## src/hw/rtl/imm_pkg.sv

```systemverilog
package imm_pkg;

  localparam int SIZE_W    = 3;
  localparam int IDX_W     = 2;
  localparam int SUM_W     = 35;
  localparam int CFG_IDX_W = 2;
  localparam int IDX_LIMIT = 4;

  localparam logic [CFG_IDX_W-1:0] REG_LEFT_ROWS  = 2'd0;
  localparam logic [CFG_IDX_W-1:0] REG_INNER_SIZE = 2'd1;
  localparam logic [CFG_IDX_W-1:0] REG_RIGHT_COLS = 2'd2;

  localparam logic [SIZE_W-1:0] LEFT_ROWS_RST  = 3'd2;
  localparam logic [SIZE_W-1:0] INNER_SIZE_RST = 3'd3;
  localparam logic [SIZE_W-1:0] RIGHT_COLS_RST = 3'd2;

  typedef enum logic [1:0] {
    S_IDLE,
    S_RUN,
    S_WAIT
  } state_t;

  // controller -> datapath
  typedef struct packed {
    logic             left_we;
    logic             right_we;
    logic             issue;
    logic             first;
    logic             last_k;
    logic [IDX_W-1:0] i;
    logic [IDX_W-1:0] j;
    logic [IDX_W-1:0] k;
    logic             load_out;
    logic             out_last;
  } ctl_cmd_t;

  // datapath -> controller
  typedef struct packed {
    logic sum_ready;
    logic out_free;
  } dp_status_t;

  // input item header seen by the controller
  typedef struct packed {
    logic             valid;
    logic             which;
    logic [IDX_W-1:0] row;
    logic [IDX_W-1:0] col;
    logic             start;
  } in_req_t;

  // zero acts as one, anything above the limit saturates
  function automatic logic [SIZE_W-1:0] eff_size(input logic [SIZE_W-1:0] v,
                                                 input logic [SIZE_W-1:0] lim);
    logic [SIZE_W-1:0] r;
    r = v;
    if (r == '0) r = 3'd1;
    if (r > lim) r = lim;
    return r;
  endfunction

endpackage

```

## src/hw/rtl/imm_in_if.sv

```systemverilog
interface imm_in_if #(
  parameter int ELEMENT_BITS = 16
);
  logic                           valid;
  logic                           ready;
  logic                           which_matrix;
  logic [1:0]                     row_index;
  logic [1:0]                     col_index;
  logic signed [ELEMENT_BITS-1:0] element;
  logic                           start_product;

  modport source (output valid, which_matrix, row_index, col_index, element, start_product,
                  input ready);
  modport sink   (input valid, which_matrix, row_index, col_index, element, start_product,
                  output ready);
endinterface

```

## src/hw/rtl/imm_out_if.sv

```systemverilog
interface imm_out_if;
  logic               valid;
  logic               ready;
  logic [1:0]         out_row;
  logic [1:0]         out_col;
  logic signed [34:0] product_sum;
  logic               last_entry;

  modport source (output valid, out_row, out_col, product_sum, last_entry, input ready);
  modport sink   (input valid, out_row, out_col, product_sum, last_entry, output ready);
endinterface

```

## src/hw/rtl/imm_cfg_if.sv

```systemverilog
interface imm_cfg_if;
  logic       valid;
  logic       ready;
  logic [1:0] reg_index;
  logic [2:0] wr_data;

  modport source (output valid, reg_index, wr_data, input ready);
  modport sink   (input valid, reg_index, wr_data, output ready);
endinterface

```

## src/hw/rtl/imm_ram.sv

```systemverilog
module imm_ram #(
  parameter int WIDTH = 16,
  parameter int DEPTH = 16,
  parameter int AW    = (DEPTH > 1) ? $clog2(DEPTH) : 1
) (
  input  logic             clk,
  input  logic             we,
  input  logic [AW-1:0]    waddr,
  input  logic [WIDTH-1:0] wdata,
  input  logic [AW-1:0]    raddr,
  output logic [WIDTH-1:0] rdata
);

  logic [WIDTH-1:0] mem_r [DEPTH];
  logic [WIDTH-1:0] rdata_r;

  always_ff @(posedge clk) begin
    if (we) begin
      mem_r[waddr] <= wdata;
    end
    rdata_r <= mem_r[raddr];
  end

  assign rdata = rdata_r;

endmodule

```

## src/hw/rtl/imm_ctrl.sv

```systemverilog
module imm_ctrl #(
  parameter int MAX_ROWS  = 4,
  parameter int MAX_INNER = 4,
  parameter int MAX_COLS  = 4
) (
  input  logic                     clk,
  input  logic                     rst_n,
  input  imm_pkg::in_req_t         req,
  output logic                     in_ready,
  input  logic                     cfg_valid,
  input  logic [1:0]               cfg_index,
  input  logic [2:0]               cfg_data,
  output logic                     cfg_ready,
  input  imm_pkg::dp_status_t      status,
  output imm_pkg::ctl_cmd_t        cmd
);
  import imm_pkg::*;

  localparam logic [SIZE_W-1:0] ROW_LIM   = SIZE_W'((MAX_ROWS  < IDX_LIMIT) ? MAX_ROWS  : IDX_LIMIT);
  localparam logic [SIZE_W-1:0] INNER_LIM = SIZE_W'((MAX_INNER < IDX_LIMIT) ? MAX_INNER : IDX_LIMIT);
  localparam logic [SIZE_W-1:0] COL_LIM   = SIZE_W'((MAX_COLS  < IDX_LIMIT) ? MAX_COLS  : IDX_LIMIT);

  state_t            state_r, state_nxt;
  logic [SIZE_W-1:0] left_rows_r, inner_size_r, right_cols_r;
  logic [IDX_W-1:0]  i_r, j_r, k_r;
  logic [IDX_W-1:0]  i_nxt, j_nxt, k_nxt;
  logic [SIZE_W-1:0] nr, nk, nc;
  logic              accept;
  logic              last_i, last_j, last_k;

  assign nr = eff_size(left_rows_r, ROW_LIM);
  assign nk = eff_size(inner_size_r, INNER_LIM);
  assign nc = eff_size(right_cols_r, COL_LIM);

  assign cfg_ready = 1'b1;
  assign accept    = req.valid && (state_r == S_IDLE);
  assign last_i    = ({1'b0, i_r} == (nr - 3'd1));
  assign last_j    = ({1'b0, j_r} == (nc - 3'd1));
  assign last_k    = ({1'b0, k_r} == (nk - 3'd1));

  always_ff @(posedge clk) begin
    if (!rst_n) begin
      state_r      <= S_IDLE;
      left_rows_r  <= LEFT_ROWS_RST;
      inner_size_r <= INNER_SIZE_RST;
      right_cols_r <= RIGHT_COLS_RST;
      i_r          <= '0;
      j_r          <= '0;
      k_r          <= '0;
    end else begin
      state_r <= state_nxt;
      i_r     <= i_nxt;
      j_r     <= j_nxt;
      k_r     <= k_nxt;
      if (cfg_valid) begin
        unique case (cfg_index)
          REG_LEFT_ROWS:  left_rows_r  <= cfg_data;
          REG_INNER_SIZE: inner_size_r <= cfg_data;
          REG_RIGHT_COLS: right_cols_r <= cfg_data;
          default: ;
        endcase
      end
    end
  end

  // next state
  always_comb begin
    state_nxt = state_r;
    unique case (state_r)
      S_IDLE: if (accept && req.start) state_nxt = S_RUN;
      S_RUN:  if (last_k) state_nxt = S_WAIT;
      S_WAIT: begin
        if (status.sum_ready && status.out_free) begin
          state_nxt = (last_i && last_j) ? S_IDLE : S_RUN;
        end
      end
      default: state_nxt = S_IDLE;
    endcase
  end

  // outputs and counters
  always_comb begin
    in_ready     = 1'b0;
    cmd          = '0;
    cmd.i        = i_r;
    cmd.j        = j_r;
    cmd.k        = k_r;
    cmd.last_k   = last_k;
    cmd.out_last = last_i && last_j;
    i_nxt        = i_r;
    j_nxt        = j_r;
    k_nxt        = k_r;
    unique case (state_r)
      S_IDLE: begin
        in_ready     = 1'b1;
        cmd.left_we  = accept && !req.which &&
                       ({1'b0, req.row} < nr) && ({1'b0, req.col} < nk);
        cmd.right_we = accept && req.which &&
                       ({1'b0, req.row} < nk) && ({1'b0, req.col} < nc);
        if (accept && req.start) begin
          i_nxt = '0;
          j_nxt = '0;
          k_nxt = '0;
        end
      end
      S_RUN: begin
        cmd.issue = 1'b1;
        cmd.first = (k_r == '0);
        k_nxt     = last_k ? '0 : k_r + 2'd1;
      end
      S_WAIT: begin
        if (status.sum_ready && status.out_free) begin
          cmd.load_out = 1'b1;
          if (last_j) begin
            j_nxt = '0;
            i_nxt = i_r + 2'd1;
          end else begin
            j_nxt = j_r + 2'd1;
          end
        end
      end
      default: ;
    endcase
  end

endmodule

```

## src/hw/rtl/imm_datapath.sv

```systemverilog
module imm_datapath #(
  parameter int MAX_ROWS     = 4,
  parameter int MAX_INNER    = 4,
  parameter int MAX_COLS     = 4,
  parameter int ELEMENT_BITS = 16
) (
  input  logic                      clk,
  input  logic                      rst_n,
  input  imm_pkg::ctl_cmd_t         cmd,
  output imm_pkg::dp_status_t       status,
  input  logic [1:0]                in_row,
  input  logic [1:0]                in_col,
  input  logic [ELEMENT_BITS-1:0]   in_element,
  output logic                      out_valid,
  input  logic                      out_ready,
  output logic [1:0]                out_row,
  output logic [1:0]                out_col,
  output logic signed [34:0]        out_sum,
  output logic                      out_last
);
  import imm_pkg::*;

  localparam int LDEPTH = MAX_ROWS * MAX_INNER;
  localparam int RDEPTH = MAX_INNER * MAX_COLS;
  localparam int LAW    = (LDEPTH > 1) ? $clog2(LDEPTH) : 1;
  localparam int RAW    = (RDEPTH > 1) ? $clog2(RDEPTH) : 1;
  localparam int PW     = 2 * ELEMENT_BITS;

  logic [LAW-1:0]          l_waddr, l_raddr;
  logic [RAW-1:0]          r_waddr, r_raddr;
  logic [ELEMENT_BITS-1:0] l_rdata, r_rdata;

  logic                 rd_v_r, rd_first_r, rd_last_r;
  logic                 mul_v_r, mul_first_r, mul_last_r;
  logic signed [PW-1:0] prod_r;
  logic signed [63:0]   prod_ext;
  logic [SUM_W-1:0]     acc_r;
  logic                 done_r;
  logic                 out_valid_r, out_last_r;
  logic [IDX_W-1:0]     out_row_r, out_col_r;
  logic [SUM_W-1:0]     out_sum_r;

  assign l_waddr = LAW'(in_row * MAX_INNER + in_col);
  assign r_waddr = RAW'(in_row * MAX_COLS + in_col);
  assign l_raddr = LAW'(cmd.i * MAX_INNER + cmd.k);
  assign r_raddr = RAW'(cmd.k * MAX_COLS + cmd.j);

  imm_ram #(.WIDTH(ELEMENT_BITS), .DEPTH(LDEPTH), .AW(LAW)) u_left (
    .clk   (clk),
    .we    (cmd.left_we),
    .waddr (l_waddr),
    .wdata (in_element),
    .raddr (l_raddr),
    .rdata (l_rdata)
  );

  imm_ram #(.WIDTH(ELEMENT_BITS), .DEPTH(RDEPTH), .AW(RAW)) u_right (
    .clk   (clk),
    .we    (cmd.right_we),
    .waddr (r_waddr),
    .wdata (in_element),
    .raddr (r_raddr),
    .rdata (r_rdata)
  );

  // product wraps mod 2^64 before the 35-bit mask
  assign prod_ext = 64'(prod_r);

  always_ff @(posedge clk) begin
    if (!rst_n) begin
      rd_v_r      <= 1'b0;
      mul_v_r     <= 1'b0;
      done_r      <= 1'b0;
      out_valid_r <= 1'b0;
    end else begin
      rd_v_r  <= cmd.issue;
      mul_v_r <= rd_v_r;
      if (mul_v_r && mul_last_r) begin
        done_r <= 1'b1;
      end else if (cmd.load_out) begin
        done_r <= 1'b0;
      end
      if (cmd.load_out) begin
        out_valid_r <= 1'b1;
      end else if (out_ready) begin
        out_valid_r <= 1'b0;
      end
    end
  end

  always_ff @(posedge clk) begin
    rd_first_r  <= cmd.first;
    rd_last_r   <= cmd.last_k;
    mul_first_r <= rd_first_r;
    mul_last_r  <= rd_last_r;
    prod_r      <= $signed(l_rdata) * $signed(r_rdata);
    if (mul_v_r) begin
      acc_r <= mul_first_r ? prod_ext[SUM_W-1:0] : acc_r + prod_ext[SUM_W-1:0];
    end
    if (cmd.load_out) begin
      out_row_r  <= cmd.i;
      out_col_r  <= cmd.j;
      out_sum_r  <= acc_r;
      out_last_r <= cmd.out_last;
    end
  end

  assign status.sum_ready = done_r;
  assign status.out_free  = !out_valid_r || out_ready;

  assign out_valid = out_valid_r;
  assign out_row   = out_row_r;
  assign out_col   = out_col_r;
  assign out_sum   = $signed(out_sum_r);
  assign out_last  = out_last_r;

endmodule

```

## src/hw/rtl/integer_matrix_multiply.sv

```systemverilog
// Signed integer matrix multiplier, left (rows x inner) times right (inner x cols).
// in_ch  : one beat loads one element into the left or right store at row/col.
//          Elements outside the configured sizes are dropped. A beat with
//          start_product set stores its element, then runs the product.
// out_ch : one beat per result entry, row-major, last_entry on the final one.
// cfg_ch : writes left_rows / inner_size / right_cols; always ready. Write only
//          while idle.
// Load beats: one per cycle while idle. During a product in_ready is low.
// Product: each entry issues inner_size reads, which pass through the RAM read
//   register, the multiplier register and the accumulator; the single
//   multiply-accumulate unit works out one entry after another.
// The output register holds a finished entry while the receiver stalls; the
//   next entry's sums run meanwhile and wait for the register to free up.
//   After the final entry the block takes loads again while it is still pending.
// Reset: sizes return to 2 x 3 x 2, no beat is pending. Stores are not cleared;
//   every used element must be loaded before the start beat.
module integer_matrix_multiply #(
  parameter int MAX_ROWS     = 4,
  parameter int MAX_INNER    = 4,
  parameter int MAX_COLS     = 4,
  parameter int ELEMENT_BITS = 16
) (
  input logic        clk,
  input logic        rst_n,
  imm_in_if.sink     in_ch,
  imm_out_if.source  out_ch,
  imm_cfg_if.sink    cfg_ch
);
  import imm_pkg::*;

  in_req_t    req;
  ctl_cmd_t   cmd;
  dp_status_t status;

  assign req.valid = in_ch.valid;
  assign req.which = in_ch.which_matrix;
  assign req.row   = in_ch.row_index;
  assign req.col   = in_ch.col_index;
  assign req.start = in_ch.start_product;

  // sequencer: sizes, loop counters, store write enables
  imm_ctrl #(
    .MAX_ROWS  (MAX_ROWS),
    .MAX_INNER (MAX_INNER),
    .MAX_COLS  (MAX_COLS)
  ) u_ctrl (
    .clk       (clk),
    .rst_n     (rst_n),
    .req       (req),
    .in_ready  (in_ch.ready),
    .cfg_valid (cfg_ch.valid),
    .cfg_index (cfg_ch.reg_index),
    .cfg_data  (cfg_ch.wr_data),
    .cfg_ready (cfg_ch.ready),
    .status    (status),
    .cmd       (cmd)
  );

  // stores, multiply-accumulate pipe, output register
  imm_datapath #(
    .MAX_ROWS     (MAX_ROWS),
    .MAX_INNER    (MAX_INNER),
    .MAX_COLS     (MAX_COLS),
    .ELEMENT_BITS (ELEMENT_BITS)
  ) u_dp (
    .clk        (clk),
    .rst_n      (rst_n),
    .cmd        (cmd),
    .status     (status),
    .in_row     (in_ch.row_index),
    .in_col     (in_ch.col_index),
    .in_element (in_ch.element),
    .out_valid  (out_ch.valid),
    .out_ready  (out_ch.ready),
    .out_row    (out_ch.out_row),
    .out_col    (out_ch.out_col),
    .out_sum    (out_ch.product_sum),
    .out_last   (out_ch.last_entry)
  );

endmodule

```

## src/flat_wrapper.sv

```systemverilog
// flat-port wrapper written by rule: the top's interface ports become plain ports
module integer_matrix_multiply_flat import imm_pkg::*;
#(
  parameter int MAX_ROWS     = 4,
  parameter int MAX_INNER    = 4,
  parameter int MAX_COLS     = 4,
  parameter int ELEMENT_BITS = 16
)
  (clk, rst_n, in_ch_valid, in_ch_which_matrix, in_ch_row_index, in_ch_col_index, in_ch_element, in_ch_start_product, in_ch_ready, out_ch_valid, out_ch_out_row, out_ch_out_col, out_ch_product_sum, out_ch_last_entry, out_ch_ready, cfg_ch_valid, cfg_ch_reg_index, cfg_ch_wr_data, cfg_ch_ready);
  imm_in_if #(.ELEMENT_BITS(ELEMENT_BITS)) in_ch_i ();
  imm_out_if out_ch_i ();
  imm_cfg_if cfg_ch_i ();
  input logic clk;
  input logic rst_n;
  input wire logic [$bits(in_ch_i.valid)-1:0] in_ch_valid;
  input wire logic [$bits(in_ch_i.which_matrix)-1:0] in_ch_which_matrix;
  input wire logic [$bits(in_ch_i.row_index)-1:0] in_ch_row_index;
  input wire logic [$bits(in_ch_i.col_index)-1:0] in_ch_col_index;
  input wire logic [$bits(in_ch_i.element)-1:0] in_ch_element;
  input wire logic [$bits(in_ch_i.start_product)-1:0] in_ch_start_product;
  output wire logic [$bits(in_ch_i.ready)-1:0] in_ch_ready;
  output wire logic [$bits(out_ch_i.valid)-1:0] out_ch_valid;
  output wire logic [$bits(out_ch_i.out_row)-1:0] out_ch_out_row;
  output wire logic [$bits(out_ch_i.out_col)-1:0] out_ch_out_col;
  output wire logic [$bits(out_ch_i.product_sum)-1:0] out_ch_product_sum;
  output wire logic [$bits(out_ch_i.last_entry)-1:0] out_ch_last_entry;
  input wire logic [$bits(out_ch_i.ready)-1:0] out_ch_ready;
  input wire logic [$bits(cfg_ch_i.valid)-1:0] cfg_ch_valid;
  input wire logic [$bits(cfg_ch_i.reg_index)-1:0] cfg_ch_reg_index;
  input wire logic [$bits(cfg_ch_i.wr_data)-1:0] cfg_ch_wr_data;
  output wire logic [$bits(cfg_ch_i.ready)-1:0] cfg_ch_ready;
  assign in_ch_i.valid = in_ch_valid;
  assign in_ch_i.which_matrix = in_ch_which_matrix;
  assign in_ch_i.row_index = in_ch_row_index;
  assign in_ch_i.col_index = in_ch_col_index;
  assign in_ch_i.element = in_ch_element;
  assign in_ch_i.start_product = in_ch_start_product;
  assign in_ch_ready = in_ch_i.ready;
  assign out_ch_valid = out_ch_i.valid;
  assign out_ch_out_row = out_ch_i.out_row;
  assign out_ch_out_col = out_ch_i.out_col;
  assign out_ch_product_sum = out_ch_i.product_sum;
  assign out_ch_last_entry = out_ch_i.last_entry;
  assign out_ch_i.ready = out_ch_ready;
  assign cfg_ch_i.valid = cfg_ch_valid;
  assign cfg_ch_i.reg_index = cfg_ch_reg_index;
  assign cfg_ch_i.wr_data = cfg_ch_wr_data;
  assign cfg_ch_ready = cfg_ch_i.ready;
  integer_matrix_multiply #(.MAX_ROWS(MAX_ROWS), .MAX_INNER(MAX_INNER), .MAX_COLS(MAX_COLS), .ELEMENT_BITS(ELEMENT_BITS)) u_core (.clk(clk), .rst_n(rst_n), .in_ch(in_ch_i), .out_ch(out_ch_i), .cfg_ch(cfg_ch_i));
endmodule
```

## config.mk

```make
export PLATFORM = sky130hd
export DESIGN_NAME = integer_matrix_multiply_flat
export DESIGN_NICKNAME = d
export VERILOG_FILES = /design/src/hw/rtl/imm_pkg.sv /design/src/hw/rtl/imm_in_if.sv /design/src/hw/rtl/imm_out_if.sv /design/src/hw/rtl/imm_cfg_if.sv /design/src/hw/rtl/imm_ram.sv /design/src/hw/rtl/imm_ctrl.sv /design/src/hw/rtl/imm_datapath.sv /design/src/hw/rtl/integer_matrix_multiply.sv /design/src/flat_wrapper.sv
export SDC_FILE = /design/constraint.sdc
export NUM_CORES = 1
export LEC_CHECK = 0
export BUFFER_PORTS_ARGS = -buffer_cell sky130_fd_sc_hd__buf_2
export CORE_UTILIZATION = 35
export CTS_BUF_LIST = sky130_fd_sc_hd__clkbuf_4
export CTS_CLUSTER_SIZE = 20
export DETAILED_ROUTE_END_ITERATION = 12
export PLACE_DENSITY = 0.5
export SLEW_MARGIN = 20
export SYNTH_ARGS = -nofsm -noshare
export SYNTH_HDL_FRONTEND = slang
export SYNTH_SLANG_ARGS = --single-unit
```

## constraint.sdc

```tcl
create_clock -name clk -period 8.4 [get_ports clk]
set_clock_uncertainty 0.1 [all_clocks]
set_input_delay 2.52 -clock clk [delete_from_list [all_inputs] [get_ports clk]]
set_output_delay 2.52 -clock clk [all_outputs]
set_load 0.03 [all_outputs]
```

# [Word level (Yosys, flattened, before mapping)]
# Memories as Yosys holds them, arrays and structs flattened. A register that Yosys moved wholly into a read port is not among the register bits.
# Cells that the tools add are included.
[word_totals] inputBits=32 memories=2 out_inout_bits=43 regBits=132 word_cells=117 mem_bits_rw=512
[op_classes] magnitude_cmp=7 addsub=10 n_eq_ne=11 n_mux=34 n_mul=1 n_reduce_logical=31
[memory_table] name="u_core.u_dp.u_left.mem_r" depth=16 width=16 read_ports=1 rd_ports_with_merged_regs=1 write_ports=1 line="imm_ram.sv:14" text="logic [WIDTH-1:0] mem_r [DEPTH];"
[memory_table] name="u_core.u_dp.u_right.mem_r" depth=16 width=16 read_ports=1 rd_ports_with_merged_regs=1 write_ports=1 line="imm_ram.sv:14"
[ops] operator="$add 35x35->35" count=1
[ops] operator="$mux 35" count=1
[ops] operator="$mul 16x16->32" count=1
[ops] operator="$mux 2" count=11
[ops] operator="$mux 3" count=6
[ops] operator="$add 4x2->4" count=3
[ops] operator="$lt 2x3->1" count=4
[ops] operator="$mux 1" count=12
[ops] operator="$pmux 2 s2" count=3
[ops] operator="$logic_and 1x1->1" count=11
[ops] operator="$eq 2x3->1" count=3
[ops] operator="$gt 3x3->1 const B" count=3
[ops] operator="$logic_not 3->1" count=3
[ops] operator="$sub 3x1->3 const B" count=3
[ops] operator="$reduce_and 2->1" count=4
[ops] operator="$reduce_bool 2->1" count=4
[ops] operator="$add 2x1->2 const B" count=3
[ops] operator="$logic_not 2->1" count=3
[ops] operator="$ne 2x2->1 const B" count=3
[ops] operator="$pmux 2 s3" count=1
[ops] operator="$reduce_and 3->1" count=2
[ops] operator="$eq 2x1->1 const B" count=2
[ops] operator="$eq 2x2->1 const B" count=2
[ops] operator="$reduce_and 4->1" count=1
[ops] operator="other kinds (3)" count=4

# [Logic depth before layout (Yosys ltp)]
# Gate-level depths: netlist (run 1).
[logic_depth] ltp_word=10 mapped_depth=24 mapped_depth_nobuf=23

# [Modules after synthesis]
# From an unflattened synthesis (run 1), not the netlist that was laid out.
[hier_totals] hier_cells=2560 hier_area_um2=36461.2
[by_module_without_submodules] module="imm_ram" cells_each=432 area_per_inst_um2=10043.4 seq_area_each_um2=8007.7 n_inst=2
[by_module_without_submodules] module="imm_datapath" cells_each=1545 area_per_inst_um2=15199.6 seq_area_each_um2=3052.9 n_inst=1
[by_module_without_submodules] module="imm_ctrl" cells_each=151 area_per_inst_um2=1174.9 seq_area_each_um2=340.3 n_inst=1

# [Worst setup path after synthesis (run 1)]
# No wires, ideal clock.
[synth_timing] kind="register -> register" startpoint="register u_core.u_dp.u_left.rdata_r[15] (netlist: u_core.u_dp.u_left.rdata[15]), read port of u_core.u_dp.u_left.mem_r" endpoint="register u_core.u_dp.prod_r[31]" stages_incl_launch_ff=22 slack_ns=2.423 arrival_ns=5.805 path_buffers=1 setup_time_ns=0.072 t_required_ns=8.228 period_less_slack_ns=5.977 cell_sequence="dfxtp_1 > clkbuf_1 > nand2_1 > inv_1 > fa_1 > inv_1 > fa_1 > fa_1 > fa_1 > fa_1 > fa_1 > inv_1 > ha_1 > a21oi_1 > o21bai_1 > a21o_1 > o21ai_0 > a41oi_1 > o21ai_1 > a21oi_1 > o41ai_1 > xnor2_1"
[synth_via] elab_chain_len=1
[synth_rtl] element="start: declaration" line="imm_ram.sv:15" text="logic [WIDTH-1:0] rdata_r;"
[synth_rtl] element="$mul 16x16->32" line="imm_datapath.sv:96" text="prod_r <= $signed(l_rdata) * $signed(r_rdata);"
[synth_rtl] element="end signal: assignment" line="imm_datapath.sv:96"
[synth_rtl] element="end: declaration" line="imm_datapath.sv:35" text="logic signed [PW-1:0] prod_r;"
# No other way between the ends.
# A chain may end at the register's enable or synchronous reset.

# [Worst setup path in the final report (run 1)]
[layout_timing] startpoint="register u_core.u_dp.u_right.rdata_r[1] (netlist: u_core.u_dp.u_right.rdata[1]), read port of u_core.u_dp.u_right.mem_r" endpoint="register u_core.u_dp.prod_r[31]"
[layout_via] elab_chain_len=1
[layout_rtl] element="start: declaration" line="imm_ram.sv:15"
[layout_rtl] element="$mul 16x16->32" line="imm_datapath.sv:96"
# No other way between the ends.

==> results list, run 1 <==
- Walking the worst path, the cells encountered are nand2_1 > inv_1 > fa_1 > inv_1 > fa_1 > fa_1 > fa_1 > fa_1 > fa_1 > inv_1 > ha_1 > a21oi_1 > o21bai_1 > a21o_1 > o21ai_0 > a41oi_1 > o21ai_1 > a21oi_1 > o41ai_1 > xnor2_1.
* Post-DP HPWL: ~55000 um
- The H-tree was split into 4 levels.
- The library cell used most frequently in the layout, excluding fill and tap cells, is sky130_fd_sc_hd__edfxtp_1.
- Relative to the synthesized area, the layout overhead comes to 12.2%.
- Ports placed on the boundary: 75
- Dividing the final minimum period by the clock period gives 0.797.
- The worst setup path is launched from a flop.
- Count of flip-flops with a built-in enable after synthesis: 587
- The floorplan has 117 rows.
* Critical Path Fanout Max: 16
* Area of the die: between 0.1 and 0.15 mm2
* Nets: around 3100
- Initial core utilization: 0.354
- Global routing finished with a remaining overflow of 0.
- The number of buffers and inverters on the critical path is 3.
- Via count of the first global-routing pass: between 20000 and 25000
- Number of fillers in the final layout: between 9000 and 10000
- TritonCTS clock tree: built
- Clock root cell: sky130_fd_sc_hd__clkbuf_4
* Wire per inst: between 20 and 25 um
- Once layout is done, the placed cells without fillers occupy between 0.04 and 0.05 mm2.
* Arrival time at the worst endpoint: ~7.5 ns
- Summed over all layers, the routed wires come to ~84000 um.
* Syn_nets: around 2900
- Mapped Area: about 0.036 mm2
* Number of buffers inserted for hold repair after clock tree synthesis: 0
* Residual DRC count: 0
- Fin. max-slew vios: 0
- Clock latency on the worst-skew pair: about 1.1 ns
- Of all flip-flops after synthesis, the portion carrying an async set or reset was 0.
- Routability-driven placement finished with a final weighted congestion of ~0.84.
- Of the synthesized area, sequential elements account for 0.536.
- Once placement finished, the instance area stood at ~0.038 mm2.
- Violation count after the first detailed-routing iteration: ~1200
* Warnings, synthesis: 0
- The first global-routing pass estimated between 100000 and 150000 um of wire.
* Clock Path Buffers: 3
* Largest net degree at the start of global routing: 70
- Number of clock buffers inserted by TritonCTS: approximately 180
- The cell count after synthesis came out at approximately 2500.
- In this run the standard cell core region covers between 0.1 and 0.15 mm2.
* Main synth FF type: sky130_fd_sc_hd__edfxtp_1
* Sum of negative setup slack: 0 ns
* Initial antenna violation count: 9
- In this run the worst hold path is classified as reg -> reg.
- Dividing the detail-routed via count by the number of cells gives around 4.8.
* Most frequent cells in the layout: 587 x sky130_fd_sc_hd__edfxtp_1, 332 x sky130_fd_sc_hd__inv_1, 277 x sky130_fd_sc_hd__clkbuf_4
* Hold violation total from the final report: 0
- Resized cells post-CTS: 0
* Die outline height: about 320 um
* Clock period minus final worst setup slack: roughly 6.7 ns
- The number of setup buffers added after CTS is 0.
* Tightest Pin Transition: roughly 1.0 ns
- Summing all multi-input logic gate instances after layout gives 0.0152 mm2.
- For this block, the via count after detailed routing is 20256.
- Cell occurring most often along the worst timing path: sky130_fd_sc_hd__fa_1
- From left edge to right edge, the die measures approximately 320 um.
- Each instance of the synthesized netlist takes up on average 14.7 um2.
- Setup repair after global routing left no endpoint under its margin.
* Clock input transition at the sequential cells of the worst setup and hold paths: 0.06 ns
* Highest achievable clock rate: between 0.1 and 0.15 GHz
* Post-DRT Antenna Nets: 0
- Dominant delay contributor by cell family on the critical path: adder cells
- Buffers placed on the I/O ports in this run total 73.
* Type of the worst setup path: reg -> reg
- Relative slew slack: 0.321
- The sequential cells in the finished layout cover a total of about 0.019 mm2.
- Before antenna repair, the detailed router went through 5 iterations.
* Global Route Usage Sum: 0.166
* Max Cap Violations: 0
- Result of the run: complete, no violations
- CTS saw just under 700 sinks.
- STA classifies the critical path endpoint as a flop.
* Worst Path Required: around 9.2 ns
- Ratio of cells with drive above 1 in the final layout: 0.213
* Worst path slowest cell: sky130_fd_sc_hd__fa_1
- FF+latch count, synth: between 600 and 700
- Setup violations remaining at the end of the flow were counted as 0.
- On the worst path, the slowest cell contributes a delay of around 0.73 ns.
- Number of distinct standard cells referenced by the synthesized netlist: 68
## flip-flops by register name, summed over array words and instances (netlist names), 2 cells and up
signal                      cells
u_core.u_ctrl.i_r               2
u_core.u_ctrl.inner_size_r      3
u_core.u_ctrl.j_r               2
u_core.u_ctrl.k_r               2
u_core.u_ctrl.left_rows_r       3
u_core.u_ctrl.right_cols_r      3
u_core.u_ctrl.state_r           2
u_core.u_dp.acc_r              35
u_core.u_dp.out_col             2
u_core.u_dp.out_row             2
u_core.u_dp.out_sum            35
u_core.u_dp.prod_r             32
u_core.u_dp.u_left.mem_r      256
u_core.u_dp.u_left.rdata       16
u_core.u_dp.u_right.mem_r     256
u_core.u_dp.u_right.rdata      16
## final cells by class
class                      instances  area share
timing repair buffer             112      0.0162
clock inverter                    42     0.00687
clock buffer                     277      0.0512
inverter                         335      0.0309
multi-input combinational       1370       0.374
antenna                            4    0.000246
tap                             1368      0.0421
sequential                       676       0.478
## logic make-up (layout without fill, tap and decap cells)
| kind of cell | after synthesis | in the layout | synth area share |
|---|---|---|---|
| and+or+nand+nor | 503 | 503 | 0.0682 |
| DFF | 676 | 676 | 0.536 |
| buffers and inverters | 424 | 766 | 0.0453 |
| other | 1 | 5 | 0.000104 |
| xor gates and xnor gates | 67 | 67 | 0.0162 |
| adders and majority gates | 387 | 387 | 0.188 |
| AOI/OAI and AO/OA | 238 | 238 | 0.0426 |
| muxes | 174 | 174 | 0.103 |
## metrics by stage
stage,setup slack (ns),instances,utilization,hold WS (ns)
6_report,1.71,4184,0.398,0.199
4_1_cts,1.75,4180,0.398,0.191
3_5_place_dp,1.79,3861,0.374,0.224
2_1_floorplan,2.42,2470,-,0.210
3_3_place_gp,1.96,3861,0.374,0.211
5_1_grt,1.38,4182,0.398,0.210
## synth_stat cells (all sizes together) (11+ instances only)
cell type | number | area share
a21oi | 63 | 0.0091
fa | 263 | 0.15
o21a | 14 | 0.0029
ha | 124 | 0.043
nand3 | 19 | 0.0026
dfxtp | 89 | 0.049
mux2i | 11 | 0.0030
and2 | 132 | 0.023
xnor2 | 42 | 0.010
o21ai | 68 | 0.0094
mux4 | 160 | 0.099
edfxtp | 587 | 0.49
inv | 335 | 0.035
clkbuf | 62 | 0.0064
nand2b | 25 | 0.0043
buf | 27 | 0.0041
nor2b | 13 | 0.0022
nand2 | 183 | 0.019
a21o | 24 | 0.0050
xor2 | 25 | 0.0060
nor2 | 78 | 0.0081
nor3 | 20 | 0.0028
## metal layers
metal / vias to the layer above / GRT usage / routed length [um]
met4: 8 / 0.0640 / 2240
li1: 9250 / - / -
met2: 524 / 0.272 / 40300
met1: 10308 / 0.216 / 37400
met3: 166 / 0.0338 / 4130
met5: - / 0 / 62
## worst paths after layout
| path | startpoint | endpoint | slack, ns | cells past startpoint |
|---|---|---|---|---|
| setup / recovery | u_core.u_dp.u_right.rdata[1] | u_core.u_dp.prod_r[31] | 1.71 | 20 |
| hold / removal | u_core.u_dp.rd_last_r | u_core.u_dp.mul_last_r | 0.20 | 0 |
| setup reg to reg | u_core.u_dp.u_right.rdata[1] | u_core.u_dp.prod_r[31] | 1.71 | 20 |
| hold reg to reg | u_core.u_dp.rd_last_r | u_core.u_dp.mul_last_r | 0.20 | 0 |
Power of run 1 is not shown: default switching activity piles up to over one toggle a cycle in this logic, so the estimate is an artifact.
==> run 2: changes to the inputs <==
- PLACE_DENSITY: 0.5 -> 0.51
- clock period: 8.4 -> 5.65 ns (I/O delays scaled with it)
==> run 2 against run 1 <==
The flow now finishes with violations (negative setup slack). Sequential cell count unchanged. Wire length increased by 1.0%. Worst setup slack got worse by 1.9 ns. First-iteration DRC count increased by 18%. Core utilization increased by 1.5 points. Cell count increased by 3.4%. Clock-buffer cell count decreased by 8. Design area increased by 3.8%. Highest routed layer unchanged.
==> results list, run 2 (synthesized netlist as in run 1, its figures left out) <==
- The run finished, with violations left.
* Violated checks: negative setup slack
- Number of rows in the core area: between 100 and 150
* Total number of vias: between 20000 and 25000
- The total area inside the core boundary comes to between 0.1 and 0.15 mm2.
* Sum of negative setup slack: -1.01 ns
- Commonest non-fill, non-tap cell in the layout: sky130_fd_sc_hd__edfxtp_1
- After global routing the overflow that remains totals 0.
- Worst Path Required: approximately 6.4 ns
- Setup repair after global routing could not meet its margin everywhere.
- Worst path slowest cell: sky130_fd_sc_hd__fa_1
- The final layout contains ~3200 nets.
- CP startpoint kind: flop
- Counting stages on the worst path, the most repeated cell is sky130_fd_sc_hd__fa_1.
* Fin. max-slew vios: 0
- Post-DRT Antenna Nets: 0
- Kind of path behind the tightest hold check: reg -> reg
- Deepest level of the CTS H-tree: 4
* Growth of design area from synthesis to finish: 16.5%
- In this run, post-CTS hold repair placed 0 buffers.
- Static timing analysis puts the maximum clock frequency at 0.170 GHz.
* Relative slew slack: 0.383
- The die covers approximately 0.10 mm2.
* Initial DRT Pass Iterations: 5
- Largest net degree at the start of global routing: 70
* Setup WS post-layout: -0.218 ns
* Most frequent cells in the layout: 587 x sky130_fd_sc_hd__edfxtp_1, 326 x sky130_fd_sc_hd__inv_1, 269 x sky130_fd_sc_hd__clkbuf_4
* Ports placed on the boundary: 75
- For this run, the total global-route usage over all layers was measured as 0.167.
- Ratio of cells with drive above 1 in the final layout: 0.276
* Clock Path Buffers: 3
* Largest stage delay on the critical path: roughly 0.62 ns
- Clock input transition at the sequential cells of the worst setup and hold paths: 0.06 ns
* Residual DRC count: 0
* Count of buffers from port buffering: 73
* Biggest registers after layout: u_core.u_dp.u_left.mem_r (256), u_core.u_dp.u_right.mem_r (256)
- Number of fillers in the final layout: between 9000 and 10000
- Detailed placement ended at an HPWL of roughly 58000 um.
- Max Cap Violations: 0
- Wire length reported by the detailed router: between 80000 and 90000 um
* Clock tree sinks: just under 700
- For the finished layout, the period the worst path requires is a little under 6 ns.
- The number of global-route vias before repair is approximately 23000.
- Type of the worst setup path: reg -> reg
- Wire per inst: around 20 um
- TritonCTS built the clock tree.
- The first routing iteration left approximately 1400 violations.
- Last weighted congestion value of the routability-driven placer: approximately 0.86
* Clock latency on the worst-skew pair: around 1.0 ns
* Initial antenna violation count: 7
- Floorplan die width: about 320 um
- Dividing the final minimum period by the clock period gives 1.04.
- After detailed placement, the design holds a cell count of ~4000.
- For the worst setup path, the data arrival time is about 6.7 ns.
- Cell breakdown of the critical path: buf_12 > nand2_1 > fa_1 > inv_2 > fa_1 > fa_1 > fa_2 > fa_1 > inv_2 > fa_1 > inv_2 > ha_4 > and4_4 > nand4_1 > a21o_1 > o2111ai_4 > nand2_2 > o211ai_1 > nand3b_1 > a31oi_2 > xnor2_1
* Non-filler instance count after layout: about 4300
- The die is roughly 320 um tall.
* Global-route wire length before repair: around 130000 um
* Critical path capture point type: flop
* Tightest Pin Transition: roughly 0.92 ns
* Hold violation total from the final report: 0
* Count of endpoints failing setup in the final report: 7
- Dividing the detail-routed via count by the number of cells gives about 4.8.
- Clock root cell: sky130_fd_sc_hd__clkbuf_4
- For this configuration, the core starts out at a cell density of 0.354.
- Critical Path Fanout Max: 8
* Number of clock buffers inserted by TritonCTS: 178
## run 2: final timing paths
| check | from | end | slack [ns] | cells after the start |
|---|---|---|---|---|
| worst max-delay path | u_core.u_dp.u_right.rdata[8] | u_core.u_dp.prod_r[30] | -0.22 | 21 |
| worst min-delay path | u_core.u_dp.rd_last_r | u_core.u_dp.mul_last_r | 0.25 | 0 |
| worst max register to register | u_core.u_dp.u_right.rdata[8] | u_core.u_dp.prod_r[30] | -0.22 | 21 |
| worst min register to register | u_core.u_dp.rd_last_r | u_core.u_dp.mul_last_r | 0.25 | 0 |
## run 2: stage by stage
step                 util  area (um2)  hold WS, ns  setup WS, ns
floorplan               -       36300        0.210      0.000157
global placement    0.385       39400        0.213        -0.366
finish              0.413       42200        0.253        -0.218
detailed placement  0.385       39400        0.224        -0.469
CTS                 0.410       41900        0.239        -0.110
global route        0.413       42200        0.246        -0.400
## run 2: critical path: cells and delay by family (launching register included)
family,cells,cell delay [ns]
compound gates,4,0.80
xor+xnor,1,0.14
fa+ha+maj,7,3.37
buf+inv,4,0.27
flops,1,0.35
simple gates,5,0.72
## run 2: layer usage
layer  share of wire  wire (um)  global-route usage
met3           0.046       3870              0.0338
met5         0.00055         47                   0
met1            0.43      36900               0.211
met2            0.50      42300               0.286
met4           0.022       1860              0.0521
## run 2: repair_timing
item	4_1_cts	5_1_grt
gates cloned	0	1
setup buffers	3	8
gates resized for setup	51	51
setup endpoints to repair	11	14
pin swaps	18	26
## run 2: final cells by class
type	instances	area [um2]	share of cell area
diodes	3	7.51	0.000178
inverters	335	1260	0.0298
flip-flops and latches	676	19500	0.462
clock inverters	51	358	0.00848
repair buffers	254	1850	0.0439
well taps	1368	1710	0.0406
multi-input cells	1370	15500	0.367
clock buffers	269	2020	0.0479
Power of run 2 is left out for the same reason.
